==> config.mk <==
export PLATFORM = sky130hd
export DESIGN_NAME = qslerp_div_cell
export DESIGN_NICKNAME = d
export VERILOG_FILES = /design/src/design/qslerp_pkg.sv /design/src/design/qslerp_div_cell.sv
export SDC_FILE = /design/constraint.sdc
export NUM_CORES = 1
export LEC_CHECK = 0
export ABC_AREA = 0
export BUFFER_PORTS_ARGS = -buffer_cell sky130_fd_sc_hd__buf_2
export CAP_MARGIN = 25
export CORE_UTILIZATION = 47
export CTS_BUF_LIST = sky130_fd_sc_hd__clkbuf_4 sky130_fd_sc_hd__clkbuf_8
export DETAILED_ROUTE_END_ITERATION = 8
export PLACE_DENSITY = 0.79
export SLEW_MARGIN = 20
export SYNTH_ARGS = -nofsm -noshare
export SYNTH_HDL_FRONTEND = slang
export SYNTH_SLANG_ARGS = --single-unit
==> constraint.sdc <==
create_clock -name clk -period 2.7 [get_ports clk]
set_input_delay 0.135 -clock clk [delete_from_list [all_inputs] [get_ports clk]]
set_output_delay 0.135 -clock clk [all_outputs]
set_load 0.02 [all_outputs]
==> src/design/qslerp_pkg.sv <==
// Shared constants, data types and the arctangent table for the slerp core.
package qslerp_pkg;

	localparam int CORDIC_STEPS_DEF = 16;
	localparam int ROOT_BITS = 16;
	localparam int QUO_BITS = 16;

	localparam logic signed [31:0] HALF_PI_Q29 = 32'sd843314857;
	localparam logic signed [31:0] PI_Q29 = 32'sd1686629713;
	localparam logic signed [31:0] ONE_Q29 = 32'sd536870912;

	localparam logic [14:0] THR_RESET = 15'd32765;
	localparam logic [2:0] ADDR_THR = 3'd0;

	typedef struct packed {
		logic signed [31:0] x;
		logic signed [31:0] y;
		logic signed [31:0] z;
	} cordic_t;

	typedef struct packed {
		logic [31:0] rem;
		logic [ROOT_BITS-1:0] root;
	} sqrt_t;

	typedef struct packed {
		logic [47:0] rem;
		logic [30:0] den;
		logic [QUO_BITS-1:0] quo;
	} div_t;

	typedef struct packed {
		logic [3:0][15:0] sv;
		logic [3:0][15:0] ev;
		logic [16:0] t;
		logic signed [16:0] d;
		logic pass;
	} side_t;

	typedef struct packed {
		logic [3:0][15:0] sv;
		logic pass;
		logic degen;
		logic [3:0] neg;
		logic [3:0] zero;
		logic [3:0] sat;
	} tail_t;

	function automatic logic signed [31:0] atan_q29(input int i);
		logic signed [31:0] v;
		case (i)
			0: v = 32'sd421657428;
			1: v = 32'sd248918915;
			2: v = 32'sd131521918;
			3: v = 32'sd66762579;
			4: v = 32'sd33510843;
			5: v = 32'sd16771758;
			6: v = 32'sd8387925;
			7: v = 32'sd4194219;
			8: v = 32'sd2097141;
			9: v = 32'sd1048575;
			10: v = 32'sd524288;
			11: v = 32'sd262144;
			12: v = 32'sd131072;
			13: v = 32'sd65536;
			14: v = 32'sd32768;
			15: v = 32'sd16384;
			16: v = 32'sd8192;
			17: v = 32'sd4096;
			18: v = 32'sd2048;
			19: v = 32'sd1024;
			20: v = 32'sd512;
			21: v = 32'sd256;
			22: v = 32'sd128;
			23: v = 32'sd64;
			24: v = 32'sd32;
			25: v = 32'sd16;
			26: v = 32'sd8;
			27: v = 32'sd4;
			28: v = 32'sd2;
			29: v = 32'sd1;
			default: v = 32'sd0;
		endcase
		return v;
	endfunction

endpackage

==> src/design/qslerp_div_cell.sv <==
// One quotient bit of the pipelined restoring divider.
module qslerp_div_cell
	import qslerp_pkg::*;
#(
	parameter int BIT = 0
) (
	input  logic clk,
	input  logic en,
	input  div_t d_in,
	output div_t d_out
);

	logic [47:0] sub;
	div_t nxt;

	always_comb begin
		sub = {17'd0, d_in.den} << BIT;
		nxt = d_in;
		if (d_in.rem >= sub) begin
			nxt.rem = d_in.rem - sub;
			nxt.quo = d_in.quo | (QUO_BITS'(1) << BIT);
		end
	end

	always_ff @(posedge clk) begin
		if (en) begin
			d_out <= nxt;
		end
	end

endmodule

* Word level (Yosys, flattened, before mapping) *
Cells that the tools add are included.

storage, ports and cells
  bits in registers = 95
  bits of input ports = 97
  output and inout port bits = 95
  logic and storage cells = 7

cells by class
  add/sub/neg operators = 1
  $lt $le $gt $ge = 1
  muxes and demuxes = 1

operators with widths
  cell            count
  $ge 48x31->1    1
  $mux 48         1
  $sub 48x31->48  1

* Longest topological paths before layout *
Gate-level depths: netlist (run 1).

  word-level depth = 2
  gate-level depth with buffers = 12
  mapped depth without buffers = 11

* Worst setup path after synthesis (run 1) *
No wires, ideal clock.

  path type = input port to flip-flop
  start point = input d_in[47] (netlist bit)
  end point = register d_out[94] (netlist bit), data pin
  library setup time = 0.269 ns
  arrival = 2.420 ns
  required time = 2.431 ns
  slack = 0.011 ns
  stages = 12
  buffers on the path = 1
  path through = inv_1 ha_1 fa_1 nand2b_1 a21oi_1 o21a_1 or2_2 a311oi_2 buf_6 or3_4 a2111oi_4 xor2_1

RTL lines
  element               line                   RTL
  from (decl)           qslerp_div_cell.sv:9   input div_t d_in,
  to (signal assigned)  qslerp_div_cell.sv:27  d_out <= nxt;
  to (decl)             qslerp_div_cell.sv:10  output div_t d_out

==> results of run 1 <==
## power by group
| group | switching, uW | leakage, uW | total [uW] | internal [uW] |
|---|---|---|---|---|
| clock | 523 | 0.0000937 | 952 | 429 |
| combinational | 729 | 0.00262 | 1290 | 560 |
| sequential | 40.6 | 0.000930 | 1860 | 1820 |
## worst max path at each step
stage                        start        end  slack [ns]
after floorplan           d_in[47]  d_out[94]        0.01
after global routing      d_in[47]  d_out[86]      -0.005
final                     d_in[47]  d_out[86]        0.14
after detailed placement  d_in[45]  d_out[50]       -0.35
after global placement    d_in[45]  d_out[50]       -0.29
after CTS                 d_in[45]  d_out[69]        0.04
## worst max-delay path, stage by stage
cell and delay [ns]:
buf_2 0.08, inv_1 0.05, ha_1 0.21, fa_1 0.41, nand2b_4 0.17, a21oi_2 0.16, o21a_1 0.20, or2_4 0.17
a311oi_4 0.14, or4_1 0.52, a2111oi_2 0.32, xor2_1 0.11
## layout by cell type, fill, tap and decap left out, drive strengths merged, types with 4 or more instances in the layout
cell type	instances
edfxtp	95
xor2	25
nand3	6
ha	31
a21oi	42
nor3	10
o21ai	45
nand2	57
a31oi	4
xnor2	18
inv	39
o21a	4
nor2b	4
nand4	17
dlygate4sd3	46
nor2	21
nand2b	5
or3	6
a21o	16
o211ai	4
o21bai	5
clkbuf	9
buf	293
## cell type report
cell class,count,area share [%]
Clock buffer,9,1.53
Inverter,37,1.71
Sequential cell,95,35.2
Timing Repair Buffer,339,27.4
Clock inverter,7,0.881
Multi-Input combinational cell,362,31.0
Antenna cell,1,0.0309
Tap cell,143,2.21
## Yosys cell counts (2+ instances only)
master    instances
nor2_1           21
nand2b_1          5
edfxtp_1         95
nor3_1           10
nand3_1           6
a211oi_1          3
nor4_1            3
or4_1             3
xnor2_1          18
mux2_2            3
nor2b_1           4
nor3b_1           2
buf_4             2
clkbuf_2          2
a21oi_1          42
clkbuf_1          5
or2_2             3
o21ai_0          40
o31a_1            2
o21ai_1           4
buf_2            10
or3_1             5
nand2_1          57
xor2_1           25
o21bai_1          5
o211ai_1          4
a21boi_0          2
a21o_1           16
inv_1            37
a31oi_1           4
nand4_1          17
ha_1             31
o21a_1            4
## through the flow
step | instance area (um2) | setup slack (ns)
3_5_place_dp | 7380 | -0.348
5_1_grt | 8100 | -0.00491
6_report | 8100 | 0.141
4_1_cts | 8040 | 0.0443
3_3_place_gp | 7380 | -0.287
2_1_floorplan | 5550 | 0.0106
## layer usage
| metal | wire, um | track usage [%] | up-vias |
|---|---|---|---|
| li1 | - | - | 2560 |
| met1 | 6790 | 31.8 | 2421 |
| met2 | 7640 | 44.8 | 193 |
| met3 | 680 | 3.55 | 27 |
| met4 | 427 | 12.4 | 0 |
| met5 | 0 | 0 | - |
## repair_timing
action | in CTS | in global routing
resized for setup | 0 | 11
endpoints found under the hold margin | 46 | 0
hold buffers | 46 | 0
endpoints found under the setup margin | 0 | 19
## cells by family after synthesis
| logic type | Yosys count | synth area share, % |
|---|---|---|
| muxes | 4 | 0.789 |
| and+or+nand+nor | 143 | 13.2 |
| adders and majority gates | 32 | 7.35 |
| buffers and inverters | 57 | 4.40 |
| DFF | 95 | 51.4 |
| AOI/OAI and AO/OA | 140 | 16.1 |
| xor gates and xnor gates | 43 | 6.79 |
==> key figures, run 1 <==
Status
  • Status: finished clean

Global routing
  • Initial antenna violation count: 1
  • Largest net degree at the start of global routing: 51
  • Total Routing Usage GR: 25.9%
  • Grt ovf: 0
  • First-pass GRT wire length: 25.1 mm
  • Number of global-route vias before repair: 5236

Yosys
  • Cells after Synth: 514
  • Ys Warns: 0
  • Cell taking the most area after synthesis: edfxtp_1
  • Sequential fraction of the synthesis area: 51.4%
  • Synth top area share: 51.4%
  • Flops & latches, synth: 95
  • Syn Std Cell Area: 5550 um2
  • Largest cells by area after synthesis: edfxtp_1 51%, ha_1 7.0%, xor2_1 3.9%
  • Post-synth ARST share: 0%
  • Netlist cell types: 57
  • Syn nets: 643
  • Post-Syn Area per Cell: 10.8 um2
  • Ys flop type: edfxtp_1
  • Post-synth EDFFs: 95

Worst setup path
  • Worst setup SP type: input pin
  • Worst Path Max Fanout: 7
  • Critical Path AT: 2.69 ns
  • Critical Path RT: 2.83 ns
  • Critical path endpoint category: flop
  • Critical path class: input pin to flop

Floorplanning
  • Initial Util: 48.4%
  • I/O pins: 192
  • Die Wd: 111 um
  • Core Area: 11500 um2
  • Die H: 111 um
  • Die area: 12200 um2
  • Rows: 39

Drt
  • Final antenna-violating net count: 0
  • Vias per std cell: 5.24
  • Drt initial violations: 444
  • Routed Wire Length: 15.5 mm
  • Routed WL per cell: 15.6 um
  • Drt pass-1 iters: 6
  • DR vias: 5201
  • DRC viols: 0

Final layout
  • Share of layout cells above drive strength 1: 38.6%
  • Register bank with the most flops: d_out
  • Storage cell area: 2850 um2
  • Top flop regs: d_out (95)
  • Final nets: 973
  • Multi-input gate area: 2510 um2
  • Max FFs per register: 95
  • Final non-filler cell total: 993
  • Final core area utilization: 70.6%
  • Filler instances: 871
  • Area grow syn2layout: 46.0%

Timing
  • Max-slew violation count: 0
  • Fin Setup TNS: 0 ns
  • Final Hold Fails: 0
  • WHS: 0.0274 ns
  • Slew margin rel.: 57.9%
  • Actual slew at the worst max-slew pin: 0.631 ns
  • Final setup viols: 0
  • Minimum clock period after layout: 2.56 ns
  • Final period util: 94.8%
  • Max Freq: 0.391 GHz

CTS
  • Setup Buffers After CTS: 0
  • Clk slew on worst S/H paths: 0.09 ns
  • CTS tree: built
  • Clk root buf: clkbuf_8
  • CTS max path bufs: 2
  • CTS Buf Count: 9
  • CTS H-tree lvls: 3
  • CTS sink count: 95

Place
  • IO Port Bufs: 191
  • GP Congestion: 0.920
  • DP Cell Count: 930
  • DP HPWL: 11.6 mm

Pwr
  • Final total power: 4100 uW
  • Peak supply drop: 0.000348 V
  • PwrDens: 506 nW/um2
  • LEAKAGE: 0.00364 uW

Worst hold path
  • Hold Crit Start: d_in[44]
  • Min-delay worst type: input pin to flop
  • Hold Path Cell Cnt: 2
  • Hold Path Sink: d_out[44]

Run
  • Max cap viols: 0
No activity file was read; power rests on OpenSTA's default activity.
==> run 2, diff against run 1 <==
CORE_ASPECT_RATIO = 1.75   (was default)
CORE_UTILIZATION = 46   (was 47)
CTS_BUF_LIST = default   (was sky130_fd_sc_hd__clkbuf_4 sky130_fd_sc_hd__clkbuf_8)
PLACE_DENSITY = 0.77   (was 0.79)
SLEW_MARGIN = default   (was 20)
==> run 2 against run 1 <==
  * Global-route usage increased by 1.0 points
  * Core utilization decreased by 1.3 points
  * Routed wire length increased by 6.2%
  * Flip-flop and latch count unchanged
  * Final area decreased by 0.26%
  * Via count increased by 0.21%
  * Critical endpoint is now d_out[82]
  * Largest power group unchanged
==> key figures, run 2 (synthesis gave the netlist of run 1 again) <==
Final layout
  • Max FFs per register: 95 (unchanged)
  • Register bank with the most flops: d_out (unchanged)
  • Final core area utilization: 69.4% (was 70.6%)
  • Most frequent cells in the layout: 190 x buf_2, 95 x edfxtp_1, 90 x buf_4, 57 x nand2_1, 45 x dlygate4sd3_1 (was 190 x buf_2, 99 x buf_4, 95 x edfxtp_1, 57 x nand2_1, 46 x dlygate4sd3_1)
  • Final nets: 961 (was 973)
  • Diode count: 0 (was 1)
  • Commonest non-fill, non-tap cell in the layout: buf_2 (unchanged)
  • Area grow syn2layout: 45.6% (was 46.0%)
  • Share of layout cells above drive strength 1: 38.4% (was 38.6%)
  • Top flop regs: d_out (95) (unchanged)

Drt
  • DR vias: 5212 (was 5201)
  • Vias per std cell: 5.36 (was 5.24)
  • Final antenna-violating net count: 0 (unchanged)
  • Drt initial violations: 229 (was 444)
  • Routed Wire Length: 16.5 mm (was 15.5 mm)
  • Drt pass-1 iters: 4 (was 6)
  • Routed WL per cell: 17.0 um (was 15.6 um)
  • DRC viols: 0 (unchanged)

Floorplanning
  • I/O pins: 192 (unchanged)
  • Rows: 52 (was 39)
  • Core Area: 11600 um2 (was 11500 um2)
  • Initial Util: 47.6% (was 48.4%)
  • Die area: 12500 um2 (was 12200 um2)
  • Die H: 147 um (was 111 um)
  • Die Wd: 85.0 um (was 111 um)

Timing
  • Final period util: 96.2% (was 94.8%)
  • WHS: 0.0275 ns (was 0.0274 ns)
  • Max-slew violation count: 0 (unchanged)
  • Actual slew at the worst max-slew pin: 0.509 ns (was 0.631 ns)
  • Final Hold Fails: 0 (unchanged)
  • Minimum clock period after layout: 2.60 ns (was 2.56 ns)
  • RSZ-0062 raised after global routing: true
  • Final setup viols: 0 (unchanged)
  • Max Freq: 0.385 GHz (was 0.391 GHz)
  • Slew margin rel.: 66.1% (was 57.9%)

Pwr
  • PwrDens: 547 nW/um2 (was 506 nW/um2)
  • Peak supply drop: 0.000336 V (was 0.000348 V)
  • LEAKAGE: 0.00364 uW (about the same)

Worst setup path
  • Critical path class: input pin to flop (unchanged)
  • Worst setup path endpoint: d_out[82] (was d_out[86])
  • Worst setup SP type: input pin (unchanged)
  • Critical path endpoint category: flop (unchanged)
  • Most frequent CP cell: buf_4
  • CP max-delay cell: a311oi_4 (was or4_1)
  • Critical Path AT: 2.69 ns (about the same)
  • Worst path max stage delay: 0.43 ns (was 0.52 ns)
  • Worst Setup SP: d_in[45] (was d_in[47])
  • CP cell instances: buf_2 -> inv_1 -> ha_1 -> a21o_1 -> a211o_1 -> nor4_1 -> buf_4 -> nand4_1 -> a311oi_4 -> buf_4 -> nor3_1 -> a21boi_0 -> xor2_1 (was buf_2 -> inv_1 -> ha_1 -> fa_1 -> nand2b_4 -> a21oi_2 -> o21a_1 -> or2_4 -> a311oi_4 -> or4_1 -> a2111oi_2 -> xor2_1)
  • Critical Path RT: 2.79 ns (was 2.83 ns)
  • Worst Path Max Fanout: 10 (was 7)

Place
  • IO Port Bufs: 191 (unchanged)
  • GP Congestion: 0.916 (was 0.920)
  • DP HPWL: 12.8 mm (was 11.6 mm)

CTS
  • CTS Buf Count: 9 (unchanged)
  • CTS tree: built (unchanged)
  • Setup Buffers After CTS: 0 (unchanged)
  • Clk slew on worst S/H paths: 0.08 ns (was 0.09 ns)
  • Clk root buf: clkbuf_16 (was clkbuf_8)
  • CTS sink count: 95 (unchanged)
  • CTS H-tree lvls: 3 (unchanged)
  • CTS max path bufs: 2 (unchanged)

Global routing
  • Largest net degree at the start of global routing: 60 (was 51)
  • Grt ovf: 0 (unchanged)
  • First-pass GRT wire length: 26.1 mm (was 25.1 mm)
  • Total Routing Usage GR: 26.9% (was 25.9%)
  • Initial antenna violation count: 0 (was 1)
  • Number of global-route vias before repair: 5566 (was 5236)

Status
  • Status: finished clean (unchanged)

Worst hold path
  • Min-delay worst type: input pin to flop (unchanged)

Run
  • Max cap viols: 0 (unchanged)
[run 2: critical path: cells and delay by family]
kind            cells  cell delay, ns
simple gates        3            0.43
xor+xnor            1            0.17
compound gates      4            1.05
buf+inv             4            0.58
fa+ha+maj           1            0.32
[run 2: worst min path at each step]
stage,startpoint,to,slack [ns],cells after the start
global route,d_in[17],d_out[17],0.02,1
global placement,d_in[10],d_out[10],0.31,1
CTS,d_in[17],d_out[17],0.02,1
finish,d_in[17],d_out[17],0.03,1
detailed placement,d_in[7],d_out[7],0.31,1
floorplan,d_in[10],d_out[10],0.23,0
[run 2: cell type report]
cell class              instances  area [um2]
fillers                       861        3570
flip-flops and latches         95        2850
multi-input cells             362        2510
repair buffers                327        2110
clock buffers                   9         225
well taps                     135         169
inverters                      37         139
clock inverters                 7        75.1
[run 2: layer usage]
layer | up-vias | wire, um | GRT usage, %
met2 | 203 | 9610 | 54.2
met3 | 43 | 685 | 3.82
met4 | 0 | 578 | 12.1
li1 | 2533 | - | -
met1 | 2433 | 5620 | 25.8
met5 | - | 0 | 0
[run 2: through the flow]
stage          instances  setup WS, ns  total power, uW  area [um2]  setup TNS (ns)
5_1_grt              972       -0.0252             4590        8080         -0.0424
3_5_place_dp         911        -0.440             3100        7280          -11.46
3_3_place_gp         911        -0.386             3080        7280          -10.66
2_1_floorplan        514        0.0106             2560        5550               0
4_1_cts              972        0.0659             4420        8040               0
6_report             972         0.103             4420        8080               0
[run 2: what timing repair did]
| item | in CTS | in global routing |
|---|---|---|
| endpoints found under the setup margin | 4 | 24 |
| gates resized for setup | 2 | 7 |
| pin swaps | 0 | 1 |
| hold endpoints to repair | 45 | 0 |
| hold buffers | 45 | 0 |
[run 2: power breakdown]
part | leakage, uW | internal [uW] | switching, uW
Combinational | 0.00256 | 545 | 740
Clock | 0.000144 | 656 | 620
Sequential | 0.000930 | 1820 | 39.7
