$ cat src/design/qslerp_pkg.sv
// Shared constants, data types and the arctangent table for the slerp core.
package qslerp_pkg;

	localparam int CORDIC_STEPS_DEF = 16;
	localparam int ROOT_BITS = 16;
	localparam int QUO_BITS = 16;

	localparam logic signed [31:0] HALF_PI_Q29 = 32'sd843314857;
	localparam logic signed [31:0] PI_Q29 = 32'sd1686629713;
	localparam logic signed [31:0] ONE_Q29 = 32'sd536870912;

	localparam logic [14:0] THR_RESET = 15'd32765;
	localparam logic [2:0] ADDR_THR = 3'd0;

	typedef struct packed {
		logic signed [31:0] x;
		logic signed [31:0] y;
		logic signed [31:0] z;
	} cordic_t;

	typedef struct packed {
		logic [31:0] rem;
		logic [ROOT_BITS-1:0] root;
	} sqrt_t;

	typedef struct packed {
		logic [47:0] rem;
		logic [30:0] den;
		logic [QUO_BITS-1:0] quo;
	} div_t;

	typedef struct packed {
		logic [3:0][15:0] sv;
		logic [3:0][15:0] ev;
		logic [16:0] t;
		logic signed [16:0] d;
		logic pass;
	} side_t;

	typedef struct packed {
		logic [3:0][15:0] sv;
		logic pass;
		logic degen;
		logic [3:0] neg;
		logic [3:0] zero;
		logic [3:0] sat;
	} tail_t;

	function automatic logic signed [31:0] atan_q29(input int i);
		logic signed [31:0] v;
		case (i)
			0: v = 32'sd421657428;
			1: v = 32'sd248918915;
			2: v = 32'sd131521918;
			3: v = 32'sd66762579;
			4: v = 32'sd33510843;
			5: v = 32'sd16771758;
			6: v = 32'sd8387925;
			7: v = 32'sd4194219;
			8: v = 32'sd2097141;
			9: v = 32'sd1048575;
			10: v = 32'sd524288;
			11: v = 32'sd262144;
			12: v = 32'sd131072;
			13: v = 32'sd65536;
			14: v = 32'sd32768;
			15: v = 32'sd16384;
			16: v = 32'sd8192;
			17: v = 32'sd4096;
			18: v = 32'sd2048;
			19: v = 32'sd1024;
			20: v = 32'sd512;
			21: v = 32'sd256;
			22: v = 32'sd128;
			23: v = 32'sd64;
			24: v = 32'sd32;
			25: v = 32'sd16;
			26: v = 32'sd8;
			27: v = 32'sd4;
			28: v = 32'sd2;
			29: v = 32'sd1;
			default: v = 32'sd0;
		endcase
		return v;
	endfunction

endpackage

$ cat src/design/qslerp_rot_cell.sv
// One rotation CORDIC iteration, drives z toward zero.
module qslerp_rot_cell
	import qslerp_pkg::*;
#(
	parameter int SHIFT = 0
) (
	input  logic    clk,
	input  logic    en,
	input  cordic_t d_in,
	output cordic_t d_out
);

	logic signed [31:0] xs, ys, at;
	cordic_t nxt;

	always_comb begin
		xs = d_in.x >>> SHIFT;
		ys = d_in.y >>> SHIFT;
		at = atan_q29(SHIFT);
		if (d_in.z >= 0) begin
			nxt.x = d_in.x - ys;
			nxt.y = d_in.y + xs;
			nxt.z = d_in.z - at;
		end else begin
			nxt.x = d_in.x + ys;
			nxt.y = d_in.y - xs;
			nxt.z = d_in.z + at;
		end
	end

	always_ff @(posedge clk) begin
		if (en) begin
			d_out <= nxt;
		end
	end

endmodule

$ cat config.mk
export PLATFORM = sky130hd
export DESIGN_NAME = qslerp_rot_cell
export DESIGN_NICKNAME = d
export VERILOG_FILES = /design/src/design/qslerp_pkg.sv /design/src/design/qslerp_rot_cell.sv
export SDC_FILE = /design/constraint.sdc
export NUM_CORES = 1
export LEC_CHECK = 0
export ABC_AREA = 0
export BUFFER_PORTS_ARGS = -buffer_cell sky130_fd_sc_hd__buf_2
export CORE_UTILIZATION = 35
export CTS_BUF_LIST = sky130_fd_sc_hd__clkbuf_4
export DETAILED_ROUTE_END_ITERATION = 10
export RECOVER_POWER = 25
export SLEW_MARGIN = 40
export SYNTH_ARGS = -nofsm -noshare
export SYNTH_HDL_FRONTEND = slang
export SYNTH_SLANG_ARGS = --single-unit
export TNS_END_PERCENT = 1
$ cat constraint.sdc
create_clock -name clk -period 10.7 [get_ports clk]
set_clock_uncertainty 0.05 [all_clocks]
set_input_delay 1.07 -clock clk [delete_from_list [all_inputs] [get_ports clk]]
set_output_delay 1.07 -clock clk [all_outputs]
set_load 0.05 [all_outputs]
# Word-level counts from Yosys, hierarchy flattened
# Index checks and enable logic that the tools add are counted.
word_totals:
  regBits: 96
  inputBits: 98
  out_inout_bits: 96
  word_cells: 10
op_classes:
  n_addsub: 5
  magnitude_cmp: 1
  n_mux: 1
op_table:
  columns: ["cell", "n"]
  rows:
  - ["two-way mux 96 bit", 1]
  - ["subtractor 32 bit", 2]
  - ["adder 32 x 30 -> 32 bit, second input constant", 1]
  - ["adder 32 bit", 1]
  - ["greater-or-equal comparator 32 x 1 -> 1 bit, second input constant", 1]
  - ["subtractor 32 x 30 -> 32 bit, second input constant", 1]

# Depth between registers and ports, before layout
# Gate-level depths: netlist (run 1).
logic_depth:
  depth_word: 2
  ltp_mapped: 14
  depth_no_buf: 13

# Worst setup path before layout (run 1)
# Ideal clock, no wire load.
synth_timing:
  path_kind: "in2reg"
  startpoint: "input port d_in[31] (netlist name)"
  endpoint: "register d_out[30] (netlist name), data pin"
  setup_time_ns: 0.262
  t_arrival_ns: 3.932
  required_time_ns: 10.388
  slack_ns: 6.457
  path_stages: 12
  path_buffers: 2
  path_cell_list: "clkbuf_1 > clkbuf_1 > ha_1 > a21o_1 > a21o_1 > a21o_1 > a221o_1 > or3_1 > o211ai_1 > a2111oi_0 > a211oi_1 > xnor2_1"
synth_rtl:
  columns: ["item", "line_no", "rtl"]
  rows:
  - ["start, declared", "qslerp_rot_cell.sv:9", "input cordic_t d_in,"]
  - ["end signal, assigned", "qslerp_rot_cell.sv:33", "d_out <= nxt;"]
  - ["end, declared", "qslerp_rot_cell.sv:10", "output cordic_t d_out"]

==> results.txt, run 1 <==
----------------------------------------------------
[Status]
  Outcome ... finished with violations
  Violations in the final reports ... max-capacitance violations, max-slew violations

[Synth]
  Area of the mapped netlist ... 9580 um^2
  Number of register bits inferred by synthesis ... 95
  Synth async-reset ratio ... 0%
  Synthesized instance count ... 1086
  Net count after synthesis ... 1309
  Post-synth cell types ... 80
  Mean cell area of the mapped netlist ... 8.82 um^2
  Top FF cell, synth ... sky130_fd_sc_hd__edfxtp_1
  Portion of the post-synthesis area used by sequential elements ... 29.8%
  Synth Warn # ... 0
  Number of enable flip-flop cells after synthesis ... 95

[Layout]
  Fin nets ... 1471
  Max reg flops ... 95
  Layout cells sized above 1 ... 18.0%
  Registers with the most flip-flops ... d_out: 95 flops
  Area growth syn-to-layout ... 14.5%
  Core Util, Final ... 40.8%
  Top reg by flops ... d_out

[Timing]
  Aggregate negative setup slack ... 0 ps
  RSZ-0062 raised after global routing ... no
  Shortest clock period the worst path allows after layout ... 5320 ps
  Smallest hold slack ... 721 ps
  Rel. slew slack ... -58.4%
  Final count of pins violating max slew ... 109
  Worst path setup slack after routing ... 5380 ps
  Timing-limited maximum frequency ... 0.188 GHz
  Final clock period utilization by the worst path ... 49.7%
  Number of setup violations in the final report ... 0
  Final Hold Viols ... 0
  Measured slew at the worst slew-check pin ... 2380 ps

[Clock network]
  Sinks on Clock Net ... 95
  Count of H-tree levels built during CTS ... 3
  TritonCTS clock tree ... built
  Clock-pin slew of the registers on the worst-case setup and hold paths ... 140 ps
  Clock tree root buffer cell ... sky130_fd_sc_hd__clkbuf_4
  Max Buffers Root-to-Sink ... 2
  Number of gates resized after cts ... 0
  Number of hold buffers added after CTS ... 0
  CTS Buf Count ... 9
  Post-CTS Repair Setup Buffers ... 0

[Setup path]
  CP required ... 10880 ps
  Top cell family by delay on the critical path ... compound AO/OA/AOI/OAI gates
  Slowest cell on crit path ... sky130_fd_sc_hd__clkbuf_1
  Kind of capture point of the worst setup path ... register
  CP Class ... in -> reg
  Buffer and inverter count on the worst path ... 2
  Arrival time of the worst setup path ... 5500 ps
  Critical Path Max Stage Delay ... 1230 ps
  Critical path's most frequent cell ... sky130_fd_sc_hd__a211oi_1
  Element type at the critical path start ... input port
  Cell Chain, Critical Path ... clkbuf_1, clkinv_1, ha_1, o21ai_1, a21boi_1, o31a_1, a32oi_1, a211oi_1, o211ai_1, a2111oi_0, a211oi_1, xnor2_1
  Critical path fanouts, max ... 35

[Die]
  Initial Util ... 35.6%
  Standard-cell row count ... 60
  Core ar. ... 26900 um^2
  Overall die height ... 167 um
  Horiz. Die Dim ... 167 um
  Ports ... 194
  Die outline area ... 28000 um^2

[Placement]
  DP Wirelength ... 22.1 mm
  Weighted congestion at the end of routability-driven global placement ... 0.923
  Number of I/O port buffers ... 193
  Minimum setup slack after placement ... 6150 ps

[Routing]
  Total detailed-routing wirelength ... 28.3 mm
  Starting DRT DRC Count ... 686
  Post-DRT Antenna Nets ... 0
  Remaining design rule violation count ... 0
  Per-cell routed wire length ... 17.7 um
  Via/cell ratio ... 5.43
  Via count ... 8664
  Iteration count of the initial detailed-routing pass ... 5

[Pwr]
  Leakage power ... 0.00504 uW
  Pwr Total ... 1490 uW
  Worst vdd rail ir drop ... 0.0658 mV
  Power per standard cell area ... 136 nW/um^2

[Worst hold path]
  Worst min-delay path class ... in -> reg

[GRT]
  GR Util All Layers ... 19.8%
  Vias in the first global route ... 8121
  Number of antenna violations at the first check in global routing ... 1
  Maximum number of pins on one net before global-route repair ... 79
  First-pass GRT wire length ... 43.8 mm
  Total global routing overflow ... 0

[Job]
  Max Cap Violations ... 3

----------------------------------------------------
## power by group
part / internal, uW / switching [uW]
registers: 494 / 17.5
clock network: 117 / 135
logic: 218 / 514
total: 828 / 667
## worst paths after layout
check,from,to,cells past startpoint,slack (ps)
worst max-delay path,d_in[31],d_out[30],12,5380
worst min-delay path,d_in[0],d_out[0],1,720
## synthesized netlist by cell type (3+ instances only)
cell type	n	area, um^2
sky130_fd_sc_hd__buf_1	11	41.3
sky130_fd_sc_hd__o21a_1	7	52.6
sky130_fd_sc_hd__o2111ai_1	3	26.3
sky130_fd_sc_hd__a21o_1	53	398
sky130_fd_sc_hd__xor2_1	17	149
sky130_fd_sc_hd__mux2i_1	14	140
sky130_fd_sc_hd__a31oi_1	9	56.3
sky130_fd_sc_hd__buf_2	9	45.0
sky130_fd_sc_hd__inv_1	93	349
sky130_fd_sc_hd__nand2b_1	14	87.6
sky130_fd_sc_hd__nand2_1	67	251
sky130_fd_sc_hd__a21boi_0	3	22.5
sky130_fd_sc_hd__clkbuf_1	22	82.6
sky130_fd_sc_hd__nand4_1	4	25.0
sky130_fd_sc_hd__or3_1	7	43.8
sky130_fd_sc_hd__o211ai_1	7	52.6
sky130_fd_sc_hd__a21oi_1	105	526
sky130_fd_sc_hd__a2111oi_0	5	43.8
sky130_fd_sc_hd__a221o_1	4	40.0
sky130_fd_sc_hd__o41ai_1	3	26.3
sky130_fd_sc_hd__nor4_1	6	37.5
sky130_fd_sc_hd__nor2b_1	17	106
sky130_fd_sc_hd__o21bai_1	21	158
sky130_fd_sc_hd__o31a_1	5	43.8
sky130_fd_sc_hd__nor2_1	86	323
sky130_fd_sc_hd__a211oi_1	13	97.6
sky130_fd_sc_hd__edfxtp_1	95	2850
sky130_fd_sc_hd__nor3_1	21	105
sky130_fd_sc_hd__inv_2	3	11.3
sky130_fd_sc_hd__o21ai_1	16	80.1
sky130_fd_sc_hd__a311oi_1	4	35.0
sky130_fd_sc_hd__a221oi_1	5	43.8
sky130_fd_sc_hd__ha_1	121	1510
sky130_fd_sc_hd__fa_1	4	80.1
sky130_fd_sc_hd__and3_1	8	50.1
sky130_fd_sc_hd__o31ai_1	8	60.1
sky130_fd_sc_hd__xnor2_1	67	587
sky130_fd_sc_hd__o21ai_0	53	265
sky130_fd_sc_hd__buf_4	3	22.5
sky130_fd_sc_hd__nand3_1	17	85.1
## area by class of cell
type | instances | area [um^2]
diodes | 2 | 5.00
clock buffers | 9 | 67.6
clock inverters | 7 | 111
fillers | 2772 | 15900
inverters | 97 | 364
multi-input cells | 848 | 6160
flip-flops and latches | 95 | 2850
well taps | 341 | 427
repair buffers | 197 | 983
## kinds of logic (layout without fill, tap and decap cells)
family / Yosys count / in the layout / synth area share [%]
AO/OA/AOI/OAI: 359 / 359 / 25.1
AND/OR/NAND/NOR: 266 / 266 / 13.4
buffers and inverters: 143 / 310 / 5.92
adder cells (fa/ha/maj): 125 / 125 / 16.6
flip-flops: 95 / 95 / 29.8
XOR/XNOR: 84 / 84 / 7.68
multiplexers: 14 / 14 / 1.46
other: 0 / 2 / 0
## layout by cell type (no fill, tap or decap), types with 6 or more instances in the layout
cell,count
sky130_fd_sc_hd__mux2i_1,14
sky130_fd_sc_hd__nor2b_1,17
sky130_fd_sc_hd__xnor2_1,67
sky130_fd_sc_hd__o21ai_1,16
sky130_fd_sc_hd__nand2_1,67
sky130_fd_sc_hd__a21oi_1,105
sky130_fd_sc_hd__buf_2,189
sky130_fd_sc_hd__a31oi_1,9
sky130_fd_sc_hd__edfxtp_1,95
sky130_fd_sc_hd__a211oi_1,13
sky130_fd_sc_hd__o211ai_1,7
sky130_fd_sc_hd__o21a_1,7
sky130_fd_sc_hd__nand2b_1,14
sky130_fd_sc_hd__ha_1,121
sky130_fd_sc_hd__o21ai_0,53
sky130_fd_sc_hd__xor2_1,17
sky130_fd_sc_hd__nor2_1,86
sky130_fd_sc_hd__clkbuf_4,9
sky130_fd_sc_hd__inv_1,93
sky130_fd_sc_hd__clkbuf_1,6
sky130_fd_sc_hd__o21bai_1,21
sky130_fd_sc_hd__o31ai_1,8
sky130_fd_sc_hd__or3_1,7
sky130_fd_sc_hd__and3_1,8
sky130_fd_sc_hd__a21o_1,53
sky130_fd_sc_hd__nand3_1,17
sky130_fd_sc_hd__nor3_1,21
sky130_fd_sc_hd__nor4_1,6
## per-layer routing
layer  wire, um  global-route usage (%)  vias up
li1           -                       -     4247
met1      12600                    26.3     4006
met2      13100                    32.8      368
met3       1790                    3.03       43
met4        690                    6.66        0
met5          0                       0        -
## through the flow
step,std cells,instance area [um^2]
2_1_floorplan,1086,9580
3_3_place_gp,1577,10800
3_5_place_dp,1578,10800
4_1_cts,1594,11000
5_1_grt,1595,11000
6_report,1596,11000
Note: power is estimated with default switching activity, not from simulation.
==> run 2: changes to the inputs <==
Clock period 10.7 ns to 5.45 ns, I/O delays scaled along.
==> run 2 against run 1 <==
Net effect:
- the flow still finishes with violations (max-capacitance violations, max-slew violations)
- worst setup slack got worse by 3600 ps
- global-route usage fell by 0.32 points
- hold slack got worse by 540 ps
- total power rose by 97%
- clock power rose by 100%
- highest routed layer unchanged
==> results.txt, run 2 (same netlist as run 1, synthesis figures left out) <==
----------------------------------------------------
[GRT]
  Number of antenna violations at the first check in global routing ... 1
  Total global routing overflow ... 0
  First-pass GRT wire length ... 43.1 mm
  Vias in the first global route ... 8211
  Maximum number of pins on one net before global-route repair ... 69
  GR Util All Layers ... 19.5%

[Die]
  Initial Util ... 35.6%
  Horiz. Die Dim ... 167 um
  Die outline area ... 28000 um^2
  Overall die height ... 167 um
  Standard-cell row count ... 60
  Core ar. ... 26900 um^2
  Ports ... 194

[Timing]
  Number of setup violations in the final report ... 0
  Rel. slew slack ... -79.5%
  Measured slew at the worst slew-check pin ... 2690 ps
  Timing-limited maximum frequency ... 0.273 GHz
  Final Hold Viols ... 0
  Aggregate negative setup slack ... 0 ps
  Final count of pins violating max slew ... 49
  RSZ-0062 raised after global routing ... no
  Final clock period utilization by the worst path ... 67.1%
  Shortest clock period the worst path allows after layout ... 3660 ps

[Setup path]
  CP required ... 5660 ps
  Critical path fanouts, max ... 68
  Arrival time of the worst setup path ... 3860 ps
  Kind of capture point of the worst setup path ... register
  Element type at the critical path start ... input port
  CP Class ... in -> reg

[Layout]
  Top reg by flops ... d_out
  Core Util, Final ... 40.9%
  Fill cells ... 2779
  Fin nets ... 1472
  Layout cells sized above 1 ... 18.2%
  Most frequent standard cell in the layout excluding fill and tap cells ... sky130_fd_sc_hd__buf_2
  Commonest non-fill, non-tap cells in the layout ... sky130_fd_sc_hd__buf_2, sky130_fd_sc_hd__ha_1, sky130_fd_sc_hd__a21oi_1, sky130_fd_sc_hd__edfxtp_1, sky130_fd_sc_hd__inv_1
  Area occupied by registers ... 2850 um^2
  Registers with the most flip-flops ... d_out: 95 flops
  Multi-input logic area ... 6160 um^2
  Max reg flops ... 95
  Area growth syn-to-layout ... 14.7%

[Worst hold path]
  Worst min-delay path class ... in -> reg
  Sink of the worst hold path ... d_out[0]
  Startpoint of the tightest hold check path ... d_in[0]
  Worst Hold Path Cells ... 1

[Clock network]
  TritonCTS clock tree ... built
  CTS Buf Count ... 9
  Number of gates resized after cts ... 0
  Max Buffers Root-to-Sink ... 2
  Number of hold buffers added after CTS ... 0
  Clock-pin slew of the registers on the worst-case setup and hold paths ... 150 ps
  Post-CTS Repair Setup Buffers ... 0
  Sinks on Clock Net ... 95
  Count of H-tree levels built during CTS ... 3
  Clock tree root buffer cell ... sky130_fd_sc_hd__clkbuf_4

[Placement]
  DP Wirelength ... 21.8 mm
  Number of I/O port buffers ... 193
  Weighted congestion at the end of routability-driven global placement ... 0.911

[Status]
  Violations in the final reports ... max-capacitance violations, max-slew violations
  Outcome ... finished with violations

[Job]
  Max Cap Violations ... 1

[Pwr]
  Power per standard cell area ... 268 nW/um^2
  Worst vdd rail ir drop ... 0.130 mV
  Leakage power ... 0.00504 uW

[Routing]
  Per-cell routed wire length ... 17.5 um
  Total detailed-routing wirelength ... 27.9 mm
  Post-DRT Antenna Nets ... 0
  Via/cell ratio ... 5.44
  Remaining design rule violation count ... 0
  Starting DRT DRC Count ... 827
  Via count ... 8683
  Iteration count of the initial detailed-routing pass ... 5

----------------------------------------------------
-- run 2: where the power goes --
part,internal (uW),switching (uW)
Sequential,968,27.9
Clock,233,276
Combinational,427,1010
-- run 2: stage by stage --
step	hold slack (ps)	area, um^2	worst slack [ps]	total power [uW]	std cells
2_1_floorplan	594	9580	1730	2090	1086
3_3_place_gp	677	10800	1360	2440	1579
3_5_place_dp	681	10800	1330	2440	1579
4_1_cts	140	11000	1890	2960	1595
5_1_grt	135	11000	1510	3100	1596
6_report	179	11000	1790	2950	1596
-- run 2: worst max-delay path: stages --
cell,delay [ps]
sky130_fd_sc_hd__clkbuf_1,110
sky130_fd_sc_hd__buf_4,440
sky130_fd_sc_hd__buf_4,670
sky130_fd_sc_hd__ha_1,430
sky130_fd_sc_hd__and4_1,220
sky130_fd_sc_hd__a221o_1,340
sky130_fd_sc_hd__or3_1,320
sky130_fd_sc_hd__o211ai_1,240
sky130_fd_sc_hd__a2111oi_0,150
sky130_fd_sc_hd__a211oi_1,280
sky130_fd_sc_hd__xnor2_1,90
-- run 2: how the worst max path moves through the flow --
stage                         from        end  cells past startpoint
after floorplan           d_in[31]  d_out[30]                     12
after global routing            en  d_out[35]                      2
after global placement    d_in[31]  d_out[30]                     11
after detailed placement  d_in[31]  d_out[30]                     11
final                     d_in[31]  d_out[30]                     11
after CTS                 d_in[31]  d_out[30]                     11
-- run 2: routing by layer --
layer | wire [um] | share of wire [%] | track usage [%] | vias up
li1 | - | - | - | 4248
met1 | 12800 | 46 | 26.2 | 4065
met2 | 12900 | 46 | 32.3 | 325
met3 | 1610 | 5.8 | 2.86 | 45
met4 | 650 | 2.3 | 5.90 | 0
met5 | 0 | 0 | 0 | -
-- run 2: area by class of cell --
cell class | instances | share of cell area (%)
well taps | 341 | 3.88
flip-flops and latches | 95 | 26.0
inverters | 97 | 3.31
repair buffers | 198 | 9.02
clock inverters | 7 | 1.08
multi-input cells | 848 | 56.1
diodes | 1 | 0.0228
clock buffers | 9 | 0.615
