[config.mk]
export PLATFORM = sky130hd
export DESIGN_NAME = qslerp_sqrt_cell
export DESIGN_NICKNAME = d
export VERILOG_FILES = /design/src/design/qslerp_pkg.sv /design/src/design/qslerp_sqrt_cell.sv
export SDC_FILE = /design/constraint.sdc
export NUM_CORES = 1
export LEC_CHECK = 0
export ABC_AREA = 1
export BUFFER_PORTS_ARGS = -buffer_cell sky130_fd_sc_hd__buf_2
export CAP_MARGIN = 25
export CELL_PAD_IN_SITES_DETAIL_PLACEMENT = 0
export CELL_PAD_IN_SITES_GLOBAL_PLACEMENT = 1
export CORE_MARGIN = 2
export CORE_UTILIZATION = 34
export CTS_CLUSTER_SIZE = 40
export DETAILED_ROUTE_END_ITERATION = 6
export PLACE_DENSITY_LB_ADDON = 0.1
export SLEW_MARGIN = 40
export SYNTH_ARGS = -nofsm -noshare
export SYNTH_HDL_FRONTEND = slang
export SYNTH_SLANG_ARGS = --single-unit
[constraint.sdc]
create_clock -name clk -period 1.95 [get_ports clk]
set_input_delay 0.39 -clock clk [delete_from_list [all_inputs] [get_ports clk]]
set_output_delay 0.39 -clock clk [all_outputs]
set_load 0.01 [all_outputs]
[src/design/qslerp_pkg.sv]
// Shared constants, data types and the arctangent table for the slerp core.
package qslerp_pkg;

	localparam int CORDIC_STEPS_DEF = 16;
	localparam int ROOT_BITS = 16;
	localparam int QUO_BITS = 16;

	localparam logic signed [31:0] HALF_PI_Q29 = 32'sd843314857;
	localparam logic signed [31:0] PI_Q29 = 32'sd1686629713;
	localparam logic signed [31:0] ONE_Q29 = 32'sd536870912;

	localparam logic [14:0] THR_RESET = 15'd32765;
	localparam logic [2:0] ADDR_THR = 3'd0;

	typedef struct packed {
		logic signed [31:0] x;
		logic signed [31:0] y;
		logic signed [31:0] z;
	} cordic_t;

	typedef struct packed {
		logic [31:0] rem;
		logic [ROOT_BITS-1:0] root;
	} sqrt_t;

	typedef struct packed {
		logic [47:0] rem;
		logic [30:0] den;
		logic [QUO_BITS-1:0] quo;
	} div_t;

	typedef struct packed {
		logic [3:0][15:0] sv;
		logic [3:0][15:0] ev;
		logic [16:0] t;
		logic signed [16:0] d;
		logic pass;
	} side_t;

	typedef struct packed {
		logic [3:0][15:0] sv;
		logic pass;
		logic degen;
		logic [3:0] neg;
		logic [3:0] zero;
		logic [3:0] sat;
	} tail_t;

	function automatic logic signed [31:0] atan_q29(input int i);
		logic signed [31:0] v;
		case (i)
			0: v = 32'sd421657428;
			1: v = 32'sd248918915;
			2: v = 32'sd131521918;
			3: v = 32'sd66762579;
			4: v = 32'sd33510843;
			5: v = 32'sd16771758;
			6: v = 32'sd8387925;
			7: v = 32'sd4194219;
			8: v = 32'sd2097141;
			9: v = 32'sd1048575;
			10: v = 32'sd524288;
			11: v = 32'sd262144;
			12: v = 32'sd131072;
			13: v = 32'sd65536;
			14: v = 32'sd32768;
			15: v = 32'sd16384;
			16: v = 32'sd8192;
			17: v = 32'sd4096;
			18: v = 32'sd2048;
			19: v = 32'sd1024;
			20: v = 32'sd512;
			21: v = 32'sd256;
			22: v = 32'sd128;
			23: v = 32'sd64;
			24: v = 32'sd32;
			25: v = 32'sd16;
			26: v = 32'sd8;
			27: v = 32'sd4;
			28: v = 32'sd2;
			29: v = 32'sd1;
			default: v = 32'sd0;
		endcase
		return v;
	endfunction

endpackage

[src/design/qslerp_sqrt_cell.sv]
// One bit of the pipelined restoring square root.
module qslerp_sqrt_cell
	import qslerp_pkg::*;
#(
	parameter int BIT = 0
) (
	input  logic  clk,
	input  logic  en,
	input  sqrt_t d_in,
	output sqrt_t d_out
);

	logic [32:0] trial;
	sqrt_t nxt;

	// (r + 2^b)^2 - r^2 = r*2^(b+1) + 2^(2b)
	always_comb begin
		trial = ({17'd0, d_in.root} << (BIT + 1)) + (33'd1 << (2 * BIT));
		nxt = d_in;
		if ({1'b0, d_in.rem} >= trial) begin
			nxt.rem = d_in.rem - trial[31:0];
			nxt.root = d_in.root | (ROOT_BITS'(1) << BIT);
		end
	end

	always_ff @(posedge clk) begin
		if (en) begin
			d_out <= nxt;
		end
	end

endmodule

# Word level (Yosys, flattened, before mapping)

Cells that the tools add are included.

Register bits after elaboration: 48
Bits of input ports: 50
Output and inout bits: 48
Word-level logic and storage cells: 7

Add/sub/neg operators: 2
Order comparisons: 1
Multiplexer cells: 1

Operator list:

| operator                | number |
|---|---|
| $mux W48                | 1 |
| $ge A32 B18 Y1          | 1 |
| $sub A32 B18 Y32        | 1 |
| $add A17 B1 Y18 const B | 1 |

# Logic depth before layout (Yosys ltp)

Gate-level depths: netlist of run 1.

Depth after elaboration: 3
Depth in mapped cells: 16

# Worst setup path after synthesis of run 1

No wires, ideal clock.

Path type: input to register
From: input d_in[0] (netlist bit)
To: register d_out[0] (netlist bit), data pin
Library setup time: 256 ps
Arrival time: 1821 ps
Required time: 1694 ps
Setup slack: -127 ps
Stages on the path: 14
Path buffers: 1
Path through: inv_1 fa_1 nand2_1 nand2_1 and2_4 nand2_4 nand2_4 nand2_2 nand2_2 nand2_2 nand2_4 inv_6 buf_6 nand2_1

Word-level cells in the longest chain between the ends: 2

Ends and longest elaborated chain:

| element              | RTL line               | source |
|---|---|---|
| start, declared      | qslerp_sqrt_cell.sv:9  | `input sqrt_t d_in,` |
| $add A17 B1 Y18      | qslerp_sqrt_cell.sv:18 | `trial = ({17'd0, d_in.root} << (BIT + 1)) + (33'd1 << (2 * BIT));` |
| $ge A32 B18 Y1       | qslerp_sqrt_cell.sv:20 | `if ({1'b0, d_in.rem} >= trial) begin` |
| end signal, assigned | qslerp_sqrt_cell.sv:28 | `d_out <= nxt;` |
| end, declared        | qslerp_sqrt_cell.sv:10 | `output sqrt_t d_out` |

Parallel ways exist; a longest one is shown, timed or not.
A chain may end at the register's enable or synchronous reset.

==> key figures, run 1 <==
Run status
  – Status: complete, no violations

Global routing
  – First-pass GRT wire length: 16590 um
  – GR Util met3: about 2.7%
  – Total GRT Usage: 18.55%
  – Largest net degree at the start of global routing: 49
  – Vias in the first global route: 3477
  – Overflow after GRT: 0
  – Met2 Use GR: between 20% and 30%
  – Met1 Usage GRT: 27.12%
  – Grt peak-use layer: met2
  – Antenna violations before repair: 0

Clock network
  – CTS root buffer: clkbuf_8
  – CTS max path bufs: 2
  – Worst-path clk slew: 0.09 ns
  – CTS tree: built
  – Sink Count: 48
  – Inserted Clock Buffers: 5
  – H-tree depth: 2

Yosys
  – Sequential share of the synthesized area: 39.22%
  – Synthesized netlist cell count: just under 500
  – Synthesis warning total: 0
  – Syn avg cell area: roughly 7.4 um^2
  – Simple-gate share of the synthesized area: 35.10%
  – Number of synthesized flops with an enable pin: 48
  – #FFs+latches synth: 48
  – Post-synthesis cell area: 0.003675 mm^2
  – Top FF cell, synth: edfxtp_1
  – Asr flop ratio synth: 0%
  – Post-Synth XOR/XNOR Area: about 2.9%
  – Syn Nets: approximately 560
  – Synth cell types: 30
  – Post-synthesis mux area share: 0%
  – Compound-Gate Fraction of Synth Area: 5.550%
  – Largest family of logic cells by synthesized area: simple AND/OR/NAND/NOR gates
  – Post-Synth Adder-Cell Area: 6.333%

Placement
  – Gp weighted congestion: 0.8303
  – PortBufs: 97
  – Cell Count Post-Placement: 801
  – Final HPWL DP: 8494 um

Hold path
  – Worst Hold Class: in2reg
  – WHS Endpoint: d_out[5]
  – Hold depth: 1
  – HP Start: d_in[5]

Cells and area
  – Largest register FFs: 48
  – Fin cells: 810
  – Final net count: 741
  – Commonest cells after routing, fill and taps aside: nand2_1 (180), buf_2 (97), inv_1 (83), buf_4 (74), edfxtp_1 (48)
  – Share of cells above drive strength 1: 39.47%
  – Antenna diodes: 0
  – Biggest regs: d_out (48)
  – Largest Register: d_out
  – Commonest non-fill, non-tap cell in the layout: nand2_1
  – P&R area growth vs syn: 41.88%
  – Fillers: 1090

Worst setup path
  – CP max stage cell: fa_2
  – CP Cell Sequence: buf_2 > fa_2 > nand2_2 > nand2_2 > and2_4 > nand2_4 > nand2_4 > nand2_2 > nand2_2 > nand2_2 > nand2_4 > inv_8 > buf_12 > a21oi_2
  – Critical Path AT: 1.92 ns
  – Critical path buffers and inverters: 3
  – CP required: 2.01 ns
  – Max incr delay on CP: 0.39 ns
  – Crit path kind: in2reg
  – Crit-path max FO: 10
  – Critical Path Most Common Cell: nand2_2
  – CP startpoint kind: input port
  – CP top delay family: simple AND/OR/NAND/NOR gates
  – CP endpoint kind: flip-flop

Timing
  – Fmax: around 0.54 GHz
  – Worst rel slew slack: between 70 and 80%
  – Fin. max-slew vios: 0
  – Worst hold slack: 0.2686 ns
  – Final hold viol count: 0
  – Post-layout min period: 1.854 ns
  – Tightest Pin Transition: approximately 0.3 ns
  – Setup Viol. Count Final: 0
  – Period utilization: a little over nine tenths

Die
  – Core area: 0.01042 mm^2
  – Initial Util: 35.28%
  – Row count: 37
  – Die X: 108.0 um
  – Num ports: 98
  – Full die area: 0.01166 mm^2
  – Die span in y: 108.0 um

Routing
  – Vias: 3564
  – DRT Pass-1 Iters: 4
  – DRT Wirelength: 10270 um
  – Wire per inst: 12.68 um
  – Vias per inst: 4.400
  – Post-DRT Antenna Nets: 0
  – DR iter-0 viols: around 120
  – DRC: 0

Pwr
  – Switching share of power: 30.28%
  – Pwr Total: 3.029 mW
  – Clock share of power: between 20% and 30%
  – Sw Pwr: around 920 uW
  – Sequential share of power: 42.8%
  – Peak supply drop: 0.2766 mV
  – Static Leak: roughly 2.7 nW
  – Power density cells: 580.9 mW/mm^2
  – Logic pwr share: 33.1%
  – Internal power: 2.112 mW

Flow run
  – Max cap viols: 0
how the worst max path moves through the flow:
| stage | from | endpoint | slack [ns] | cells after the start |
|---|---|---|---|---|
| after floorplan | d_in[0] | d_out[0] | -0.008 | 14 |
| final | d_in[16] | d_out[47] | 0.1 | 14 |
| after global routing | d_in[0] | d_out[18] | -0.003 | 15 |
| after global placement | d_in[18] | d_out[31] | -0.25 | 10 |
| after detailed placement | d_in[10] | d_out[41] | -0.28 | 14 |
| after CTS | d_in[10] | d_out[24] | 0.04 | 15 |
power groups by stage:
stage                     combinational [mW]  sequential [mW]  clock [mW]
after global routing                    1.12             1.31       0.789
after floorplan                        0.428             1.39           0
after CTS                              0.971             1.30       0.759
after detailed placement               0.967             1.32           0
final                                   1.00             1.30       0.729
after global placement                 0.958             1.32           0
synth_stat cells, drive strengths merged, types with 3 or more instances:
master	number	area share [%]
nand2	214	25
buf	4	1.6
nor2	38	4.3
nand3	24	3.3
nand4	3	0.51
xor2	11	2.6
ha	17	5.8
nor3	8	1.2
a21oi	26	5.3
or2	4	0.68
edfxtp	48	39
inv	88	9.1
through the flow:
step	area [um^2]	worst slack, ns	util [%]	TNS [ns]
after floorplan	3754	-0.007915	-	-0.007915
after global placement	4979	-0.2494	47.80	-6.935
after detailed placement	4979	-0.2812	47.80	-8.087
after global routing	5214	-0.003226	50.05	-0.005966
final	5214	0.09604	50.05	0
after CTS	5086	0.04238	48.83	0
logic make-up after synthesis:
kind of cell | after synthesis
and+or+nand+nor | 294
buffers and inverters | 94
DFF | 48
AOI/OAI and AO/OA | 28
adders and majority gates | 18
xor gates and xnor gates | 12
final cells by class:
class                           instances  area (um^2)  area share (%)
Sequential cell                        48         1441           27.65
Tap cell                              136        170.2           3.264
Inverter                               90        346.6           6.647
Clock inverter                          2        35.03          0.6719
Clock buffer                            6        72.57           1.392
Multi-Input combinational cell        352         2016           38.66
Timing Repair Buffer                  176         1132           21.72
per-layer routing:
metal	share of wire (%)	vias up
met3	4.4	7
met2	43	71
met1	52	1592
met4	1.2	0
li1	-	1894
met5	0	-
repair_timing:
action                     in CTS  in global routing
gates resized for setup         0                 22
setup endpoints to repair       0                 30
hold buffers                    0                  0
setup buffers                   0                  1
Power figures use the tool's default switching activity.
==> inputs of run 2 (changes only) <==
Settings changed: BUFFER_PORTS_ARGS -buffer_cell sky130_fd_sc_hd__buf_2 to not set, CORE_UTILIZATION 34 to 41, DONT_BUFFER_PORTS set to 1.
==> key figures, run 2 (synthesis gave the netlist of run 1 again) <==
Routing
  – Wl on met1: approximately 4700 um
  – Vias per inst: approximately 4.6
  – Wire length on met2: about 3800 um
  – Max layer used: met4
  – DR iter-0 viols: 81
  – DRT Wirelength: 9177 um
  – Vias: 3080
  – Wire per inst: roughly 14 um
  – DRC: 0
  – Met3 wire length: between 500 and 600 um
  – Post-DRT Antenna Nets: 0
  – DRT Pass-1 Iters: 4

Placement
  – Gp weighted congestion: about 0.86
  – PortBufs: 0
  – Setup WS pre-CTS: -0.2012 ns
  – DP Area: approximately 0.0043 mm^2
  – Final HPWL DP: 7604 um

Hold path
  – Worst Hold Class: in2reg

Clock network
  – CTS tree: built
  – CTS max path bufs: 2
  – Hold_buf cts: 0
  – Post-CTS sizing: 0
  – Inserted Clock Buffers: 5
  – CTS root buffer: clkbuf_8
  – Worst-path clk slew: ~0.10 ns
  – Sink Count: between 40 and 50
  – H-tree depth: 2
  – Setup Fix Bufs, Post-CTS: 0

Worst setup path
  – CP required: 2.01 ns
  – CP startpoint kind: input port
  – CP endpoint kind: flip-flop
  – Crit path kind: in2reg
  – Critical path endpoint: d_out[40]
  – Critical Path AT: 1.83 ns
  – Crit-path max FO: 11
  – Worst Setup SP: d_in[0]

Cells and area
  – Final net count: ~620
  – Commonest non-fill, non-tap cell in the layout: nand2_1
  – Largest register FFs: 48
  – Share of cells above drive strength 1: around a quarter
  – P&R area growth vs syn: 18.83%
  – Antenna diodes: 0
  – Biggest regs: d_out (48)
  – Largest Register: d_out
  – Finished layout cell area: 0.004367 mm^2
  – Commonest cells after routing, fill and taps aside: nand2_1 (187), inv_1 (83), buf_4 (55), edfxtp_1 (48), nor2_1 (34)

Global routing
  – Largest net degree at the start of global routing: 49
  – Antenna violations before repair: 0
  – Total GRT Usage: 19.40%
  – First-pass GRT wire length: 14930 um
  – Vias in the first global route: about 3100
  – Overflow after GRT: 0

Timing
  – Fin. max-slew vios: 0
  – Post-layout min period: 1.770 ns
  – Period utilization: 90.75%
  – Worst hold slack: ~0.17 ns
  – Setup WS post-layout: roughly 0.18 ns
  – Fmax: roughly 0.57 GHz
  – Setup Viol. Count Final: 0
  – Final hold viol count: 0
  – Worst rel slew slack: 78.49%
  – RSZ-0062 raised after global routing: no
  – Tightest Pin Transition: 0.3202 ns

Die
  – Die X: between 90 and 100 um
  – Row count: 34
  – Initial Util: 42.14%
  – Core area: 0.008721 mm^2
  – Die span in y: 98.67 um
  – Full die area: 0.009736 mm^2
  – Num ports: 98

Pwr
  – Static Leak: about 2.2 nW
  – Peak supply drop: 0.2872 mV
  – Power density cells: 602.5 mW/mm^2

Run status
  – Status: complete, no violations

Flow run
  – Max cap viols: 0
==> run 2: layer usage <==
layer / global-route usage [%] / up-vias
met2: 30.04 / 95
met3: 4.113 / 5
met4: 3.688 / 0
met1: 28.35 / 1334
li1: - / 1646
met5: 0 / -
==> run 2: power breakdown <==
part / internal (mW) / switching, mW / total [mW]
registers: 1.28 / 0.0911 / 1.37
clock network: 0.251 / 0.340 / 0.590
logic: 0.301 / 0.368 / 0.669
total: 1.83 / 0.799 / 2.63
==> run 2: worst min-delay path by stage <==
stage | start | endpoint | slack [ns] | cells after the start
final | d_in[8] | d_out[8] | 0.17 | 0
after global routing | d_in[7] | d_out[7] | 0.16 | 0
after CTS | d_in[4] | d_out[4] | 0.16 | 0
after detailed placement | d_in[4] | d_out[4] | 0.49 | 0
after global placement | d_in[4] | d_out[4] | 0.49 | 0
after floorplan | d_in[10] | d_out[10] | 0.49 | 0
==> run 2: area by class of cell <==
cell class              count  area, um^2
clock buffers               5       68.82
clock inverters             3       18.77
fillers                   882        4354
inverters                  90       344.1
multi-input cells         352        1906
flip-flops and latches     48        1441
well taps                 108       135.1
repair buffers             57       452.9
==> run 2: worst max-delay path, stage by stage <==
cell and delay (ns):
inv_1 0.06, fa_2 0.34, nand2_1 0.09, nand2_1 0.10, and2_4 0.16, nand2_4 0.06
nand2_4 0.05, nand2_2 0.06, nand2_2 0.06, nand2_2 0.08, nand2_4 0.07, inv_6 0.12
buf_12 0.16, a21oi_2 0.04
==> run 2: through the flow <==
step	power, mW	cells	utilization [%]	TNS (ns)
2_1_floorplan	1.815	494	-	-0.007915
3_3_place_gp	2.062	655	49.02	-4.542
3_5_place_dp	2.065	655	49.02	-5.605
4_1_cts	2.668	663	50.03	0
5_1_grt	2.789	663	50.07	0
6_report	2.631	663	50.07	0
==> inputs of run 3 (changes only) <==
Settings changed: ABC_CLOCK_PERIOD_IN_PS set to 1950, PLACE_DENSITY_LB_ADDON 0.1 to 0.3.
==> key figures, run 3 (synthesis gave the netlist of run 1 again) <==
Timing
  – RSZ-0062 raised after global routing: no
  – Worst rel slew slack: between 70% and 80%
  – Period utilization: ~93%
  – Worst hold slack: 0.1769 ns
  – Final hold viol count: 0
  – Post-layout min period: roughly 1.8 ns
  – Setup Viol. Count Final: 0
  – Setup WS post-layout: 0.1405 ns
  – Tightest Pin Transition: about 0.32 ns
  – Fin. max-slew vios: 0
  – Fmax: 0.5526 GHz

Placement
  – PortBufs: 0
  – Setup WS pre-CTS: -0.1948 ns
  – Final HPWL DP: 7491 um
  – Gp weighted congestion: 0.8095
  – Cell Count Post-Placement: 650

Clock network
  – Worst-path clk slew: about 0.10 ns
  – Inserted Clock Buffers: 5
  – CTS max path bufs: 2
  – Post-CTS sizing: 0
  – Hold_buf cts: 0
  – CTS root buffer: clkbuf_8
  – H-tree depth: 2
  – Setup Fix Bufs, Post-CTS: 0
  – CTS tree: built
  – Sink Count: 48

Pwr
  – Internal power: approximately 1.8 mW
  – Power density cells: 606.4 mW/mm^2
  – Sw Pwr: about 800 uW
  – Static Leak: ~2.1 nW
  – Peak supply drop: just under 0.3 mV
  – Logic pwr share: 25.2%
  – Switching share of power: roughly 30%
  – Clock share of power: 22.3%
  – Pwr Total: approximately 2.6 mW
  – Sequential share of power: ~53%

Worst setup path
  – CP endpoint kind: flip-flop
  – CP required: 2.01 ns
  – Critical Path AT: 1.87 ns
  – CP Cell Sequence: inv_1 > ha_1 > a21oi_1 > nand2_1 > a21oi_2 > nand2_2 > nand2_2 > nand2_4 > buf_4 > nand3_1 > nand2_1
  – CP startpoint kind: input port
  – CP max stage cell: ha_1
  – Max incr delay on CP: 0.32 ns
  – Crit path kind: in2reg
  – Crit-path max FO: 11

Cells and area
  – Share of cells above drive strength 1: 22.40%
  – Biggest regs: d_out (48)
  – Fin util: 49.53%
  – Largest Register: d_out
  – Final net count: between 600 and 700
  – Commonest cells after routing, fill and taps aside: nand2_1 (187), inv_1 (83), buf_4 (50), edfxtp_1 (48), nor2_1 (34)
  – Fin cells: approximately 660
  – Largest register FFs: 48
  – Fillers: 895
  – Commonest non-fill, non-tap cell in the layout: nand2_1
  – Antenna diodes: 0
  – P&R area growth vs syn: 17.53%

Global routing
  – Largest net degree at the start of global routing: 49
  – First-pass GRT wire length: 14950 um
  – Overflow after GRT: 0
  – Antenna violations before repair: 0
  – Vias in the first global route: 3130
  – Total GRT Usage: 19.26%

Routing
  – Wire per inst: 13.93 um
  – Wire length on met2: 4150 um
  – DR iter-0 viols: 93
  – Max layer used: met4
  – DRT Pass-1 Iters: 4
  – DRT Wirelength: 9152 um
  – Post-DRT Antenna Nets: 0
  – Met3 wire length: 546 um
  – Wl on met1: 4321 um
  – DRC: 0
  – Vias: ~3100
  – Vias per inst: approximately 4.7

Flow run
  – Max cap viols: 0

Die
  – Initial Util: between 40% and 50%
  – Row count: 34
  – Num ports: between 90 and 100
  – Die X: 98.67 um
  – Full die area: slightly below 0.01 mm^2
  – Core area: 0.008721 mm^2
  – Die span in y: 98.67 um

Run status
  – Status: complete, no violations

Hold path
  – Worst Hold Class: in2reg
run 3: changes by cell type in the layout (fill, tap and decap cells not counted), sizes merged:
cell and delta:
clkinv -1, buf -5
run 3: cell type report:
| type | instances | area [um^2] | share of cell area (%) |
|---|---|---|---|
| Sequential cell | 48 | 1441 | 33.37 |
| Inverter | 90 | 344.1 | 7.966 |
| Timing Repair Buffer | 52 | 415.4 | 9.618 |
| Clock buffer | 5 | 68.82 | 1.593 |
| Clock inverter | 2 | 12.51 | 0.2897 |
| Multi-Input combinational cell | 352 | 1902 | 44.03 |
| Tap cell | 108 | 135.1 | 3.129 |
run 3: path summary, 6_finish.rpt:
kind / startpoint / endpoint / slack [ns] / cells past startpoint
setup / recovery: d_in[14] / d_out[18] / 0.14 / 11
hold / removal: d_in[7] / d_out[7] / 0.18 / 0
run 3: metal layers:
metal,global-route usage [%],up-vias
li1,-,1635
met1,26.45,1384
met2,30.98,75
met3,4.397,8
met4,4.847,0
met5,0,-
run 3: power groups by stage:
stage,logic (mW),clock network [mW],registers [mW]
after floorplan,0.428,0,1.39
after global placement,0.655,0,1.40
after detailed placement,0.660,0,1.40
after CTS,0.664,0.625,1.38
after global routing,0.745,0.644,1.39
final,0.661,0.583,1.37
run 3: critical path: cells and delay by family:
family / cells / cell delay, ns
and+or+nand+nor: 6 / 0.48
adders and majority gates: 1 / 0.32
buffers and inverters: 2 / 0.20
AOI/OAI and AO/OA: 2 / 0.45
run 3: through the flow:
step	area, um^2	setup TNS [ns]
global route	4319	0
finish	4319	0
CTS	4319	0
floorplan	3754	-0.007915
global placement	4238	-6.015
detailed placement	4238	-5.800
